==> config.mk <==
export PLATFORM = sky130hd
export DESIGN_NAME = bit_packing_value_index_encoder
export DESIGN_NICKNAME = d
export VERILOG_FILES = /design/src/rtl/bpe_pkg.sv /design/src/rtl/bit_packing_value_index_encoder.sv /design/src/rtl/bpe_front.sv /design/src/rtl/bpe_fifo.sv /design/src/rtl/bpe_back.sv
export SDC_FILE = /design/constraint.sdc
export NUM_CORES = 1
export LEC_CHECK = 0
export BUFFER_PORTS_ARGS = -buffer_cell sky130_fd_sc_hd__buf_4
export CAP_MARGIN = 20
export CORE_AREA = 2 2 167 169
export CTS_CLUSTER_DIAMETER = 30
export DETAILED_ROUTE_END_ITERATION = 10
export DIE_AREA = 0 0 169 171
export PLACE_DENSITY = 0.77
export SKIP_CTS_REPAIR_TIMING = 1
export SYNTH_ARGS = -nofsm -noshare
export SYNTH_HDL_FRONTEND = slang
export SYNTH_SLANG_ARGS = --single-unit
==> constraint.sdc <==
create_clock -name clock -period 5.4 [get_ports clock]
set_clock_uncertainty 0.2 [all_clocks]
set_input_delay 0.54 -clock clock [delete_from_list [all_inputs] [get_ports clock]]
set_output_delay 0.54 -clock clock [all_outputs]
set_load 0.02 [all_outputs]
==> src/rtl/bpe_pkg.sv <==
// ----------------------------------------------------------------------------
// bpe_pkg
// Shared types and constants for the bit packing encoder: request codes,
// the command record passed from the classifier to the packer, field widths.
// ----------------------------------------------------------------------------
package bpe_pkg;

   localparam int VALUE_WIDTH_DEFAULT = 32;
   localparam int MAX_INDEX_DEFAULT   = 63;
   localparam int QUEUE_DEPTH_DEFAULT = 2;

   localparam int FIELD_W   = 32;   // value field
   localparam int NB_W      = 6;    // num_bits, block_size, index fields
   localparam int OP_W      = 3;
   localparam int ZCNT_W    = 9;    // zero run length, up to 64
   localparam int BYTE_W    = 8;
   localparam int REQ_TDATA_W = 56; // 50 field bits padded to whole bytes

   localparam logic [OP_W-1:0] OP_RAW    = 3'd0;
   localparam logic [OP_W-1:0] OP_INDEX  = 3'd1;
   localparam logic [OP_W-1:0] OP_ESCAPE = 3'd2;
   localparam logic [OP_W-1:0] OP_VALUE  = 3'd3;
   localparam logic [OP_W-1:0] OP_FLUSH  = 3'd4;

   // escape is the unary code for 2 (two zeros, then a one)
   localparam logic [ZCNT_W-1:0] ESCAPE_ZEROS = 9'd2;

   typedef enum logic [2:0] {
      CMD_RAW,
      CMD_UNARY,
      CMD_VALUE,
      CMD_FLUSH,
      CMD_ERROR
   } cmd_kind_type;

   typedef struct packed {
      cmd_kind_type         kind;
      logic [FIELD_W-1:0]   value;
      logic [NB_W-1:0]      num_bits;
      logic [NB_W-1:0]      block_size;
      logic [ZCNT_W-1:0]    zeros;
   } cmd_type;

endpackage

==> src/rtl/bit_packing_value_index_encoder.sv <==
// A request is written into the command queue at its accepting edge and the packer takes it
// once idle; each byte waits until the next byte completes or the request closes. The packer
// takes one command at a time and packs it piece by piece (byte completed or bits placed, a
// block and a marker step per value block), closing a request that emitted bytes in a step of
// its own; it holds while the output byte waits to be taken.
// Reset: synchronous; empties the queue and restarts the stream at a fresh byte.
// ----------------------------------------------------------------------------
// bit_packing_value_index_encoder
// Packs raw fields, unary index codes and block-coded values into a byte
// stream, one byte per result; a malformed request gives an error result.
// ----------------------------------------------------------------------------
module bit_packing_value_index_encoder #(
   parameter int VALUE_WIDTH = bpe_pkg::VALUE_WIDTH_DEFAULT,
   parameter int MAX_INDEX   = bpe_pkg::MAX_INDEX_DEFAULT,
   parameter int QUEUE_DEPTH = bpe_pkg::QUEUE_DEPTH_DEFAULT
) (
   input  logic                                clock,
   input  logic                                reset,
   input  logic                                req_tvalid,
   output logic                                req_tready,
   // [31:0] value, [37:32] num_bits, [43:38] block_size, [49:44] index, rest 0
   input  logic [bpe_pkg::REQ_TDATA_W-1:0]     req_tdata,
   // [2:0] op
   input  logic [bpe_pkg::OP_W-1:0]            req_tuser,
   output logic                                rsp_tvalid,
   input  logic                                rsp_tready,
   // [7:0] out_byte
   output logic [bpe_pkg::BYTE_W-1:0]          rsp_tdata,
   output logic                                rsp_tlast,
   // [0] error
   output logic                                rsp_tuser
);

   logic               q_ready;
   logic               q_push;
   bpe_pkg::cmd_type   q_push_cmd;
   logic               q_valid;
   logic               q_pop;
   bpe_pkg::cmd_type   q_pop_cmd;

   bpe_front #(
      .VALUE_WIDTH (VALUE_WIDTH),
      .MAX_INDEX   (MAX_INDEX)
   ) u_front (
      .req_tvalid     (req_tvalid),
      .req_tready     (req_tready),
      .req_op         (req_tuser),
      .req_value      (req_tdata[31:0]),
      .req_num_bits   (req_tdata[37:32]),
      .req_block_size (req_tdata[43:38]),
      .req_index      (req_tdata[49:44]),
      .q_ready        (q_ready),
      .q_push         (q_push),
      .q_cmd          (q_push_cmd)
   );

   bpe_fifo #(
      .DEPTH (QUEUE_DEPTH)
   ) u_fifo (
      .clock    (clock),
      .reset    (reset),
      .push     (q_push),
      .push_cmd (q_push_cmd),
      .ready    (q_ready),
      .pop      (q_pop),
      .valid    (q_valid),
      .pop_cmd  (q_pop_cmd)
   );

   bpe_back u_back (
      .clock      (clock),
      .reset      (reset),
      .q_valid    (q_valid),
      .q_cmd      (q_pop_cmd),
      .q_pop      (q_pop),
      .rsp_tvalid (rsp_tvalid),
      .rsp_tready (rsp_tready),
      .rsp_byte   (rsp_tdata),
      .rsp_last   (rsp_tlast),
      .rsp_error  (rsp_tuser)
   );

endmodule

==> src/rtl/bpe_front.sv <==
// ----------------------------------------------------------------------------
// bpe_front
// Request classifier: checks each request and turns it into a packer command
// (raw field, zero run plus one, block-coded value, flush, or error).
// ----------------------------------------------------------------------------
module bpe_front #(
   parameter int VALUE_WIDTH = bpe_pkg::VALUE_WIDTH_DEFAULT,
   parameter int MAX_INDEX   = bpe_pkg::MAX_INDEX_DEFAULT
) (
   input  logic                          req_tvalid,
   output logic                          req_tready,
   input  logic [bpe_pkg::OP_W-1:0]      req_op,
   input  logic [bpe_pkg::FIELD_W-1:0]   req_value,
   input  logic [bpe_pkg::NB_W-1:0]      req_num_bits,
   input  logic [bpe_pkg::NB_W-1:0]      req_block_size,
   input  logic [bpe_pkg::NB_W-1:0]      req_index,
   input  logic                          q_ready,
   output logic                          q_push,
   output bpe_pkg::cmd_type              q_cmd
);

   logic                            width_ok;
   logic                            bad;
   logic [bpe_pkg::NB_W-1:0]        bs_eff;
   logic [bpe_pkg::FIELD_W-1:0]     value_masked;
   logic [bpe_pkg::ZCNT_W-1:0]      idx_zeros;

   assign req_tready = q_ready;
   assign q_push     = req_tvalid && q_ready;

   always_comb begin
      width_ok = (req_num_bits != '0) && (req_num_bits <= 6'd32)
              && ({1'b0, req_num_bits} <= 7'(VALUE_WIDTH));
      bad = (req_op > bpe_pkg::OP_FLUSH)
         || (((req_op == bpe_pkg::OP_RAW) || (req_op == bpe_pkg::OP_VALUE)) && !width_ok)
         || ((req_op == bpe_pkg::OP_VALUE) && (req_block_size > req_num_bits))
         || ((req_op == bpe_pkg::OP_INDEX) && ({2'b00, req_index} > 8'(MAX_INDEX)));

      bs_eff       = (req_block_size == '0) ? req_num_bits : req_block_size;
      value_masked = req_value & ~({bpe_pkg::FIELD_W{1'b1}} << req_num_bits);
      // zero run 2 is reserved for the escape, so indices from 2 up shift up by one
      idx_zeros    = (req_index > 6'd1) ? ({3'b000, req_index} + 9'd1)
                                        : {3'b000, req_index};

      q_cmd.value      = req_value;
      q_cmd.num_bits   = req_num_bits;
      q_cmd.block_size = bs_eff;
      q_cmd.zeros      = idx_zeros;
      q_cmd.kind       = bpe_pkg::CMD_ERROR;

      if (!bad) begin
         case (req_op)
            bpe_pkg::OP_RAW: begin
               q_cmd.kind = bpe_pkg::CMD_RAW;
            end
            bpe_pkg::OP_INDEX: begin
               q_cmd.kind = bpe_pkg::CMD_UNARY;
            end
            bpe_pkg::OP_ESCAPE: begin
               q_cmd.kind  = bpe_pkg::CMD_UNARY;
               q_cmd.zeros = bpe_pkg::ESCAPE_ZEROS;
            end
            bpe_pkg::OP_VALUE: begin
               // short value or single block: plain field, no markers
               if ((bs_eff == req_num_bits) || (req_num_bits < 6'd3)) begin
                  q_cmd.kind = bpe_pkg::CMD_RAW;
               end else begin
                  q_cmd.kind  = bpe_pkg::CMD_VALUE;
                  q_cmd.value = value_masked;
               end
            end
            default: begin
               q_cmd.kind = bpe_pkg::CMD_FLUSH;
            end
         endcase
      end
   end

endmodule

==> src/rtl/bpe_fifo.sv <==
// ----------------------------------------------------------------------------
// bpe_fifo
// Short command queue between the classifier and the packer.
// ----------------------------------------------------------------------------
module bpe_fifo #(
   parameter int DEPTH = bpe_pkg::QUEUE_DEPTH_DEFAULT
) (
   input  logic               clock,
   input  logic               reset,
   input  logic               push,
   input  bpe_pkg::cmd_type   push_cmd,
   output logic               ready,
   input  logic               pop,
   output logic               valid,
   output bpe_pkg::cmd_type   pop_cmd
);

   localparam int PTR_W = (DEPTH > 1) ? $clog2(DEPTH) : 1;
   localparam int CNT_W = $clog2(DEPTH + 1);

   bpe_pkg::cmd_type   mem_ff [DEPTH];
   logic [PTR_W-1:0]   wr_ptr_ff, wr_ptr_in;
   logic [PTR_W-1:0]   rd_ptr_ff, rd_ptr_in;
   logic [CNT_W-1:0]   count_ff, count_in;
   logic               do_push, do_pop;

   assign ready   = (count_ff != CNT_W'(DEPTH));
   assign valid   = (count_ff != '0);
   assign pop_cmd = mem_ff[rd_ptr_ff];
   assign do_push = push && ready;
   assign do_pop  = pop && valid;

   always_comb begin
      wr_ptr_in = wr_ptr_ff;
      rd_ptr_in = rd_ptr_ff;
      count_in  = count_ff;
      if (do_push) begin
         wr_ptr_in = (wr_ptr_ff == PTR_W'(DEPTH - 1)) ? '0 : wr_ptr_ff + 1'b1;
      end
      if (do_pop) begin
         rd_ptr_in = (rd_ptr_ff == PTR_W'(DEPTH - 1)) ? '0 : rd_ptr_ff + 1'b1;
      end
      if (do_push && !do_pop) begin
         count_in = count_ff + 1'b1;
      end else if (do_pop && !do_push) begin
         count_in = count_ff - 1'b1;
      end
   end

   always_ff @(posedge clock) begin
      if (do_push) begin
         mem_ff[wr_ptr_ff] <= push_cmd;
      end
      if (reset) begin
         wr_ptr_ff <= '0;
         rd_ptr_ff <= '0;
         count_ff  <= '0;
      end else begin
         wr_ptr_ff <= wr_ptr_in;
         rd_ptr_ff <= rd_ptr_in;
         count_ff  <= count_in;
      end
   end

endmodule

==> src/rtl/bpe_back.sv <==
// ----------------------------------------------------------------------------
// bpe_back
// Bit packer: runs one command at a time, splitting it into bit segments
// (raw field, block, marker, zero run, final one) and packing them into the
// current byte. Each completed byte waits in a hold register so the last
// byte of a request can be tagged when the request ends.
// ----------------------------------------------------------------------------
module bpe_back (
   input  logic                          clock,
   input  logic                          reset,
   input  logic                          q_valid,
   input  bpe_pkg::cmd_type              q_cmd,
   output logic                          q_pop,
   output logic                          rsp_tvalid,
   input  logic                          rsp_tready,
   output logic [bpe_pkg::BYTE_W-1:0]    rsp_byte,
   output logic                          rsp_last,
   output logic                          rsp_error
);

   typedef enum logic [1:0] {
      S_IDLE,
      S_PACK,
      S_NEXT
   } state_type;

   // what follows once the current segment is packed
   typedef enum logic [1:0] {
      AFT_DONE,
      AFT_ONE,
      AFT_BLOCK,
      AFT_MARKER
   } after_type;

   state_type                      state_ff, state_in;
   after_type                      after_ff, after_in;
   logic [bpe_pkg::BYTE_W-1:0]     partial_ff, partial_in;
   logic [3:0]                     free_ff, free_in;
   logic [bpe_pkg::FIELD_W-1:0]    seg_ff, seg_in;
   logic [bpe_pkg::ZCNT_W-1:0]     cnt_ff, cnt_in;
   logic [bpe_pkg::FIELD_W-1:0]    val_ff, val_in;
   logic [bpe_pkg::NB_W-1:0]       rem_ff, rem_in;
   logic [bpe_pkg::NB_W-1:0]       bs_ff, bs_in;
   logic [bpe_pkg::NB_W-1:0]       nb_ff, nb_in;
   logic [1:0]                     blocks_ff, blocks_in;
   logic                           top_ff, top_in;
   logic [bpe_pkg::BYTE_W-1:0]     hold_ff, hold_in;
   logic                           hold_vld_ff, hold_vld_in;
   logic                           rsp_vld_ff, rsp_vld_in;
   logic [bpe_pkg::BYTE_W-1:0]     rsp_byte_ff, rsp_byte_in;
   logic                           rsp_last_ff, rsp_last_in;
   logic                           rsp_err_ff, rsp_err_in;

   logic                           out_free;
   logic                           seg_done;
   logic [bpe_pkg::BYTE_W-1:0]     full_byte;
   logic [bpe_pkg::NB_W-1:0]       blk_w;
   logic [bpe_pkg::NB_W-1:0]       blk_wm1;
   logic [bpe_pkg::FIELD_W-1:0]    rem_mask;
   logic                           ends;

   function automatic logic [7:0] mask8(input logic [3:0] n);
      mask8 = 8'hFF >> (4'd8 - n);
   endfunction

   assign out_free   = !rsp_vld_ff || rsp_tready;
   assign rsp_tvalid = rsp_vld_ff;
   assign rsp_byte   = rsp_byte_ff;
   assign rsp_last   = rsp_last_ff;
   assign rsp_error  = rsp_err_ff;

   always_comb begin
      state_in    = state_ff;
      after_in    = after_ff;
      partial_in  = partial_ff;
      free_in     = free_ff;
      seg_in      = seg_ff;
      cnt_in      = cnt_ff;
      val_in      = val_ff;
      rem_in      = rem_ff;
      bs_in       = bs_ff;
      nb_in       = nb_ff;
      blocks_in   = blocks_ff;
      top_in      = top_ff;
      hold_in     = hold_ff;
      hold_vld_in = hold_vld_ff;
      rsp_vld_in  = rsp_vld_ff && !rsp_tready;
      rsp_byte_in = rsp_byte_ff;
      rsp_last_in = rsp_last_ff;
      rsp_err_in  = rsp_err_ff;
      q_pop       = 1'b0;
      seg_done    = 1'b0;
      full_byte   = partial_ff | (seg_ff[7:0] & mask8(free_ff));
      blk_w       = (bs_ff > rem_ff) ? rem_ff : bs_ff;
      blk_wm1     = blk_w - 6'd1;
      rem_mask    = ~({bpe_pkg::FIELD_W{1'b1}} << rem_ff);
      ends        = top_ff ? (val_ff == rem_mask) : (val_ff == '0);

      if (out_free) begin
         case (state_ff)
            S_IDLE: begin
               if (hold_vld_ff) begin
                  // close the request: its final byte carries last
                  rsp_vld_in  = 1'b1;
                  rsp_byte_in = hold_ff;
                  rsp_last_in = 1'b1;
                  rsp_err_in  = 1'b0;
                  hold_vld_in = 1'b0;
               end else if (q_valid) begin
                  q_pop = 1'b1;
                  case (q_cmd.kind)
                     bpe_pkg::CMD_RAW: begin
                        seg_in   = q_cmd.value;
                        cnt_in   = {3'b000, q_cmd.num_bits};
                        after_in = AFT_DONE;
                        state_in = S_PACK;
                     end
                     bpe_pkg::CMD_UNARY: begin
                        seg_in   = '0;
                        cnt_in   = q_cmd.zeros;
                        after_in = AFT_ONE;
                        state_in = S_PACK;
                     end
                     bpe_pkg::CMD_VALUE: begin
                        val_in    = q_cmd.value;
                        rem_in    = q_cmd.num_bits;
                        nb_in     = q_cmd.num_bits;
                        bs_in     = q_cmd.block_size;
                        blocks_in = '0;
                        after_in  = AFT_BLOCK;
                        state_in  = S_NEXT;
                     end
                     bpe_pkg::CMD_FLUSH: begin
                        if (free_ff != 4'd8) begin
                           hold_in     = partial_ff;
                           hold_vld_in = 1'b1;
                        end
                        partial_in = '0;
                        free_in    = 4'd8;
                     end
                     default: begin
                        rsp_vld_in  = 1'b1;
                        rsp_byte_in = '0;
                        rsp_last_in = 1'b1;
                        rsp_err_in  = 1'b1;
                     end
                  endcase
               end
            end

            S_PACK: begin
               if (cnt_ff == '0) begin
                  seg_done = 1'b1;
               end else if ({5'b00000, free_ff} > cnt_ff) begin
                  // segment fits: place it in the highest free positions
                  partial_in = partial_ff
                             | ((seg_ff[7:0] & mask8(cnt_ff[3:0])) << (free_ff - cnt_ff[3:0]));
                  free_in    = free_ff - cnt_ff[3:0];
                  cnt_in     = '0;
                  seg_done   = 1'b1;
               end else begin
                  // fill the byte, move it to the hold register (emitting the held one), carry the rest over
                  seg_in     = seg_ff >> free_ff;
                  cnt_in     = cnt_ff - {5'b00000, free_ff};
                  partial_in = '0;
                  free_in    = 4'd8;
                  if (hold_vld_ff) begin
                     rsp_vld_in  = 1'b1;
                     rsp_byte_in = hold_ff;
                     rsp_last_in = 1'b0;
                     rsp_err_in  = 1'b0;
                  end
                  hold_in     = full_byte;
                  hold_vld_in = 1'b1;
                  seg_done    = (cnt_ff == {5'b00000, free_ff});
               end

               if (seg_done) begin
                  case (after_ff)
                     AFT_DONE: begin
                        state_in = S_IDLE;
                     end
                     AFT_ONE: begin
                        seg_in   = 32'd1;
                        cnt_in   = 9'd1;
                        after_in = AFT_DONE;
                     end
                     default: begin
                        state_in = S_NEXT;
                     end
                  endcase
               end
            end

            S_NEXT: begin
               case (after_ff)
                  AFT_BLOCK: begin
                     seg_in   = val_ff;
                     cnt_in   = {3'b000, blk_w};
                     top_in   = val_ff[blk_wm1[4:0]];
                     val_in   = val_ff >> blk_w;
                     rem_in   = rem_ff - blk_w;
                     after_in = AFT_MARKER;
                     state_in = S_PACK;
                  end
                  AFT_MARKER: begin
                     if (rem_ff == '0) begin
                        state_in = S_IDLE;
                     end else begin
                        // marker 0 when the rest only sign-extends this block
                        seg_in = {31'd0, !ends};
                        cnt_in = 9'd1;
                        if (ends) begin
                           rem_in   = '0;
                           after_in = AFT_DONE;
                        end else begin
                           after_in = AFT_BLOCK;
                        end
                        if (blocks_ff == 2'd3) begin
                           bs_in = nb_ff;
                        end else begin
                           blocks_in = blocks_ff + 2'd1;
                           if (bs_ff > 6'd2) begin
                              bs_in = bs_ff >> 1;
                           end
                        end
                        state_in = S_PACK;
                     end
                  end
                  default: begin
                     state_in = S_IDLE;
                  end
               endcase
            end

            default: begin
               state_in = S_IDLE;
            end
         endcase
      end
   end

   always_ff @(posedge clock) begin
      after_ff    <= after_in;
      seg_ff      <= seg_in;
      cnt_ff      <= cnt_in;
      val_ff      <= val_in;
      rem_ff      <= rem_in;
      bs_ff       <= bs_in;
      nb_ff       <= nb_in;
      blocks_ff   <= blocks_in;
      top_ff      <= top_in;
      hold_ff     <= hold_in;
      rsp_byte_ff <= rsp_byte_in;
      rsp_last_ff <= rsp_last_in;
      rsp_err_ff  <= rsp_err_in;
      if (reset) begin
         state_ff    <= S_IDLE;
         partial_ff  <= '0;
         free_ff     <= 4'd8;
         hold_vld_ff <= 1'b0;
         rsp_vld_ff  <= 1'b0;
      end else begin
         state_ff    <= state_in;
         partial_ff  <= partial_in;
         free_ff     <= free_in;
         hold_vld_ff <= hold_vld_in;
         rsp_vld_ff  <= rsp_vld_in;
      end
   end

endmodule

==> flow_metrics.env <==
export IMPL_min_delay_start="req_tdata[37]"
export IMPL_finalSetupTns_ps=0
export IMPL_setup_reg_to_reg_worst_slack_ps=640
export IMPL_drt_wirelength_per_cell_um=23.4
export IMPL_groute_usage_overall_pct=32.3
export IMPL_ioPinCount=75
export IMPL_standard_cell_with_the_maximum_stage_delay_on_the_critical_path="sky130_fd_sc_hd__a31oi_4"
export IMPL_maxSlewViolCount=0
export IMPL_timing_rr_start="u_back.rem_ff[5]"
export IMPL_route_final_wire_length_um=46900
export IMPL_timing_critical_path_from_type="flip-flop"
export IMPL_worst_hold_path_endpoint="u_fifo.mem_ff[0][20]"
export IMPL_cts_tree="built"
export IMPL_ys_seq_area_share_pct=44.1
export IMPL_hpwl_um=32600
export IMPL_postSynthAreaPerCell_um2=10.2
export IMPL_detailedRoute_firstIterationViolations=1611
export IMPL_layout_commonest_cell="sky130_fd_sc_hd__edfxtp_1"
export IMPL_ys_async_sr_fraction_pct=0
export IMPL_final_stage_net_count=1722
export IMPL_period_needed_ps=4760
export IMPL_grt_first_pass_wirelength_um=72100
export IMPL_crit_fanout=22
export IMPL_design_power_total_uw=10100
export IMPL_tightestPinTransition_ps=1080
export IMPL_grt_pass1_vias=12900
export IMPL_clock_path_buffers=3
export IMPL_vias=13500
export IMPL_detail_route_first_pass_iterations=6
export IMPL_synth_edff_count=222
export IMPL_critical_path_max_stage_delay_ps=590
export IMPL_outcome="completed"
export IMPL_antenna_violations_before_repair=1
export IMPL_die_h_um=171
export IMPL_portBuffers=68
export IMPL_core_area_mm2=0.0273
export IMPL_cts_num_sinks=243
export IMPL_core_rowCount=61
export IMPL_rsz0062_at_grt="no"
export IMPL_critPathCaptureType="flip-flop"
export IMPL_overflow=0
export IMPL_power_leakage_uw=0.00683
export IMPL_postSynthCellCount=1570
export IMPL_synthDominantCellAreaShare_pct=41.5
export IMPL_ys_top_cells_by_area="sky130_fd_sc_hd__edfxtp_1, sky130_fd_sc_hd__mux2i_1, sky130_fd_sc_hd__a21oi_1"
export IMPL_fmax_mhz=210
export IMPL_max_cap_viol_count=0
export IMPL_worst_endpoint_required_ps=5480
export IMPL_area_growth_syn_to_layout_pct=16.0
export IMPL_report_final_setup_viol=0
export IMPL_hold_path_cell_count=1
export IMPL_cellPowerDensity_mw_per_mm2=543
export IMPL_remaining_drc_errors=0
export IMPL_worstHoldPathType="in2reg"
export IMPL_crit_path_cell_trace="clkinv_1 > ha_1 > and4_4 > and3_4 > a31oi_4 > mux2i_4 > buf_4 > mux2i_1 > mux2i_1 > mux2i_1 > mux2i_1 > a211o_1"
export IMPL_clk_latency_ps=570
export IMPL_yosys_warnings=0
export IMPL_cts_clk_slew_worst_paths_ps=50
export IMPL_diodes_inserted=0
export IMPL_initial_core_util_pct=58.8
export IMPL_die_x_um=169
export IMPL_number_of_synthesized_register_bits=243
export IMPL_crit_path_frequent_cell="sky130_fd_sc_hd__mux2i_1"
export IMPL_ctsHtreeMaxLevel=2
export IMPL_mostFrequentLayoutCells="sky130_fd_sc_hd__edfxtp_1, sky130_fd_sc_hd__mux2i_1, sky130_fd_sc_hd__nor2_1"
export IMPL_clock_tree_root_cell="sky130_fd_sc_hd__clkbuf_16"
export IMPL_yosys_cell_types_count=75
export IMPL_routabilityCongestion=1.02
export IMPL_rr_endpoint="u_back.val_ff[0]"
export IMPL_slew_limit_headroom_pct=26.1
export IMPL_post_drt_via_cell_ratio=6.74
export IMPL_syn_num_nets=1675
export IMPL_cell_depth_of_the_worst_flop_to_flop_path=12
export IMPL_ant_nets=0
export IMPL_design_die_area_mm2=0.0289
export IMPL_period_share_pct=88.1
export IMPL_arrival_time_at_the_worst_endpoint_ps=4830
export IMPL_layout_drive_gt1_share_pct=17.3
export IMPL_grt_max_degree=60
export IMPL_netlist_top_cell_by_area="sky130_fd_sc_hd__edfxtp_1"
export IMPL_criticalPathCategory="reg2reg"
export IMPL_mappedNetlistArea_mm2=0.0161
export IMPL_synth_main_ff_cell="sky130_fd_sc_hd__edfxtp_1"
export IMPL_timing_hold_violations_final=0
export IMPL_vdd_ir_drop_worst_v=0.000357
export IMPL_cts_bufs_inserted=51
==> worst max-delay path by stage <==
stage	start	cells after the start	slack, ps	endpoint
CTS	u_back.rem_ff[5]	12	780	u_back.val_ff[0]
detailed placement	u_back.rem_ff[5]	13	890	u_back.top_ff
floorplan	u_back.rem_ff[2]	18	460	u_back.top_ff
finish	u_back.rem_ff[5]	12	640	u_back.val_ff[0]
global route	u_back.rem_ff[5]	12	460	u_back.val_ff[0]
global placement	u_back.rem_ff[5]	13	950	u_back.top_ff
==> flip-flops by register name (all words and copies together), names as in the netlist, 8 cells and up, named ones only <==
| register | count |
|---|---|
| u_back.cnt_ff | 9 |
| u_back.hold_ff | 8 |
| u_back.partial_ff | 8 |
| u_back.rsp_byte | 8 |
| u_back.seg_ff | 32 |
| u_back.val_ff | 32 |
| u_fifo.mem_ff | 108 |
==> metrics by stage <==
stage          instance area (um2)  util, %  cells  hold WS [ps]  setup WS [ps]
2_1_floorplan                16100        -   1570           231            464
3_3_place_gp                 16800     61.6   1905           247            953
3_5_place_dp                 16800     61.6   1905           264            889
4_1_cts                      18600     67.9   1999         -48.9            785
5_1_grt                      18600     68.2   2004          16.4            465
6_report                     18600     68.2   2004          25.1            643
==> worst max-delay path, delay by kind of cell (launching register included) <==
family,cells,cell delay [ps]
DFF,1,340
and+or+nand+nor,2,350
muxes,5,1580
adders and majority gates,1,410
buffers and inverters,2,640
AOI/OAI and AO/OA,2,920
==> layout make-up <==
cell class | count | area (um2)
Fill cell | 2047 | 8690
Inverter | 57 | 214
Tap cell | 346 | 433
Clock buffer | 55 | 1290
Clock inverter | 39 | 423
Sequential cell | 243 | 7090
Timing Repair Buffer | 105 | 821
Multi-Input combinational cell | 1159 | 8360
==> Yosys cell counts (all sizes together) (4+ instances only) <==
| master | n |
|---|---|
| o21ai | 69 |
| a211oi | 45 |
| a211o | 7 |
| or2 | 7 |
| nand2 | 120 |
| nor3 | 39 |
| o221ai | 43 |
| mux2i | 145 |
| nand4 | 9 |
| nor4 | 17 |
| a21o | 21 |
| mux4 | 22 |
| o2bb2ai | 4 |
| and2 | 17 |
| and3 | 12 |
| xor2 | 18 |
| o21a | 5 |
| a22oi | 5 |
| a32oi | 4 |
| xnor2 | 18 |
| nor2 | 124 |
| o22ai | 30 |
| dfxtp | 21 |
| edfxtp | 222 |
| a21oi | 107 |
| a31o | 6 |
| a31oi | 14 |
| buf | 22 |
| nand2b | 13 |
| or3 | 12 |
| ha | 40 |
| inv | 55 |
| o211ai | 5 |
| a311oi | 8 |
| mux2 | 41 |
| nor2b | 31 |
| clkbuf | 89 |
| o32ai | 7 |
| nand3 | 27 |
| o22a | 9 |
| o31ai | 8 |
| a21boi | 22 |
==> where the power goes <==
| part | leakage [uW] | total (uW) | switching, uW | internal (uW) |
|---|---|---|---|---|
| combinational | 0.00379 | 4100 | 2500 | 1600 |
| clock | 0.000814 | 3050 | 1110 | 1930 |
| sequential | 0.00223 | 2970 | 354 | 2620 |
==> kinds of logic (layout without fill, tap and decap cells) <==
| group | Yosys count | count (layout) | share of synthesized area, % |
|---|---|---|---|
| AOI/OAI and AO/OA | 437 | 437 | 18.4 |
| and+or+nand+nor | 436 | 436 | 12.8 |
| DFF | 243 | 243 | 44.1 |
| muxes | 208 | 208 | 15.2 |
| buffers and inverters | 168 | 256 | 4.16 |
| adders and majority gates | 42 | 42 | 3.37 |
| xor gates and xnor gates | 36 | 36 | 2.01 |
==> layer usage <==
layer	share of wire, %	track usage [%]
met3	9.5	6.59
met4	4.7	15.7
met1	41	43.3
met5	0	0
met2	45	50.5
No activity file was read; power rests on OpenSTA's default activity.
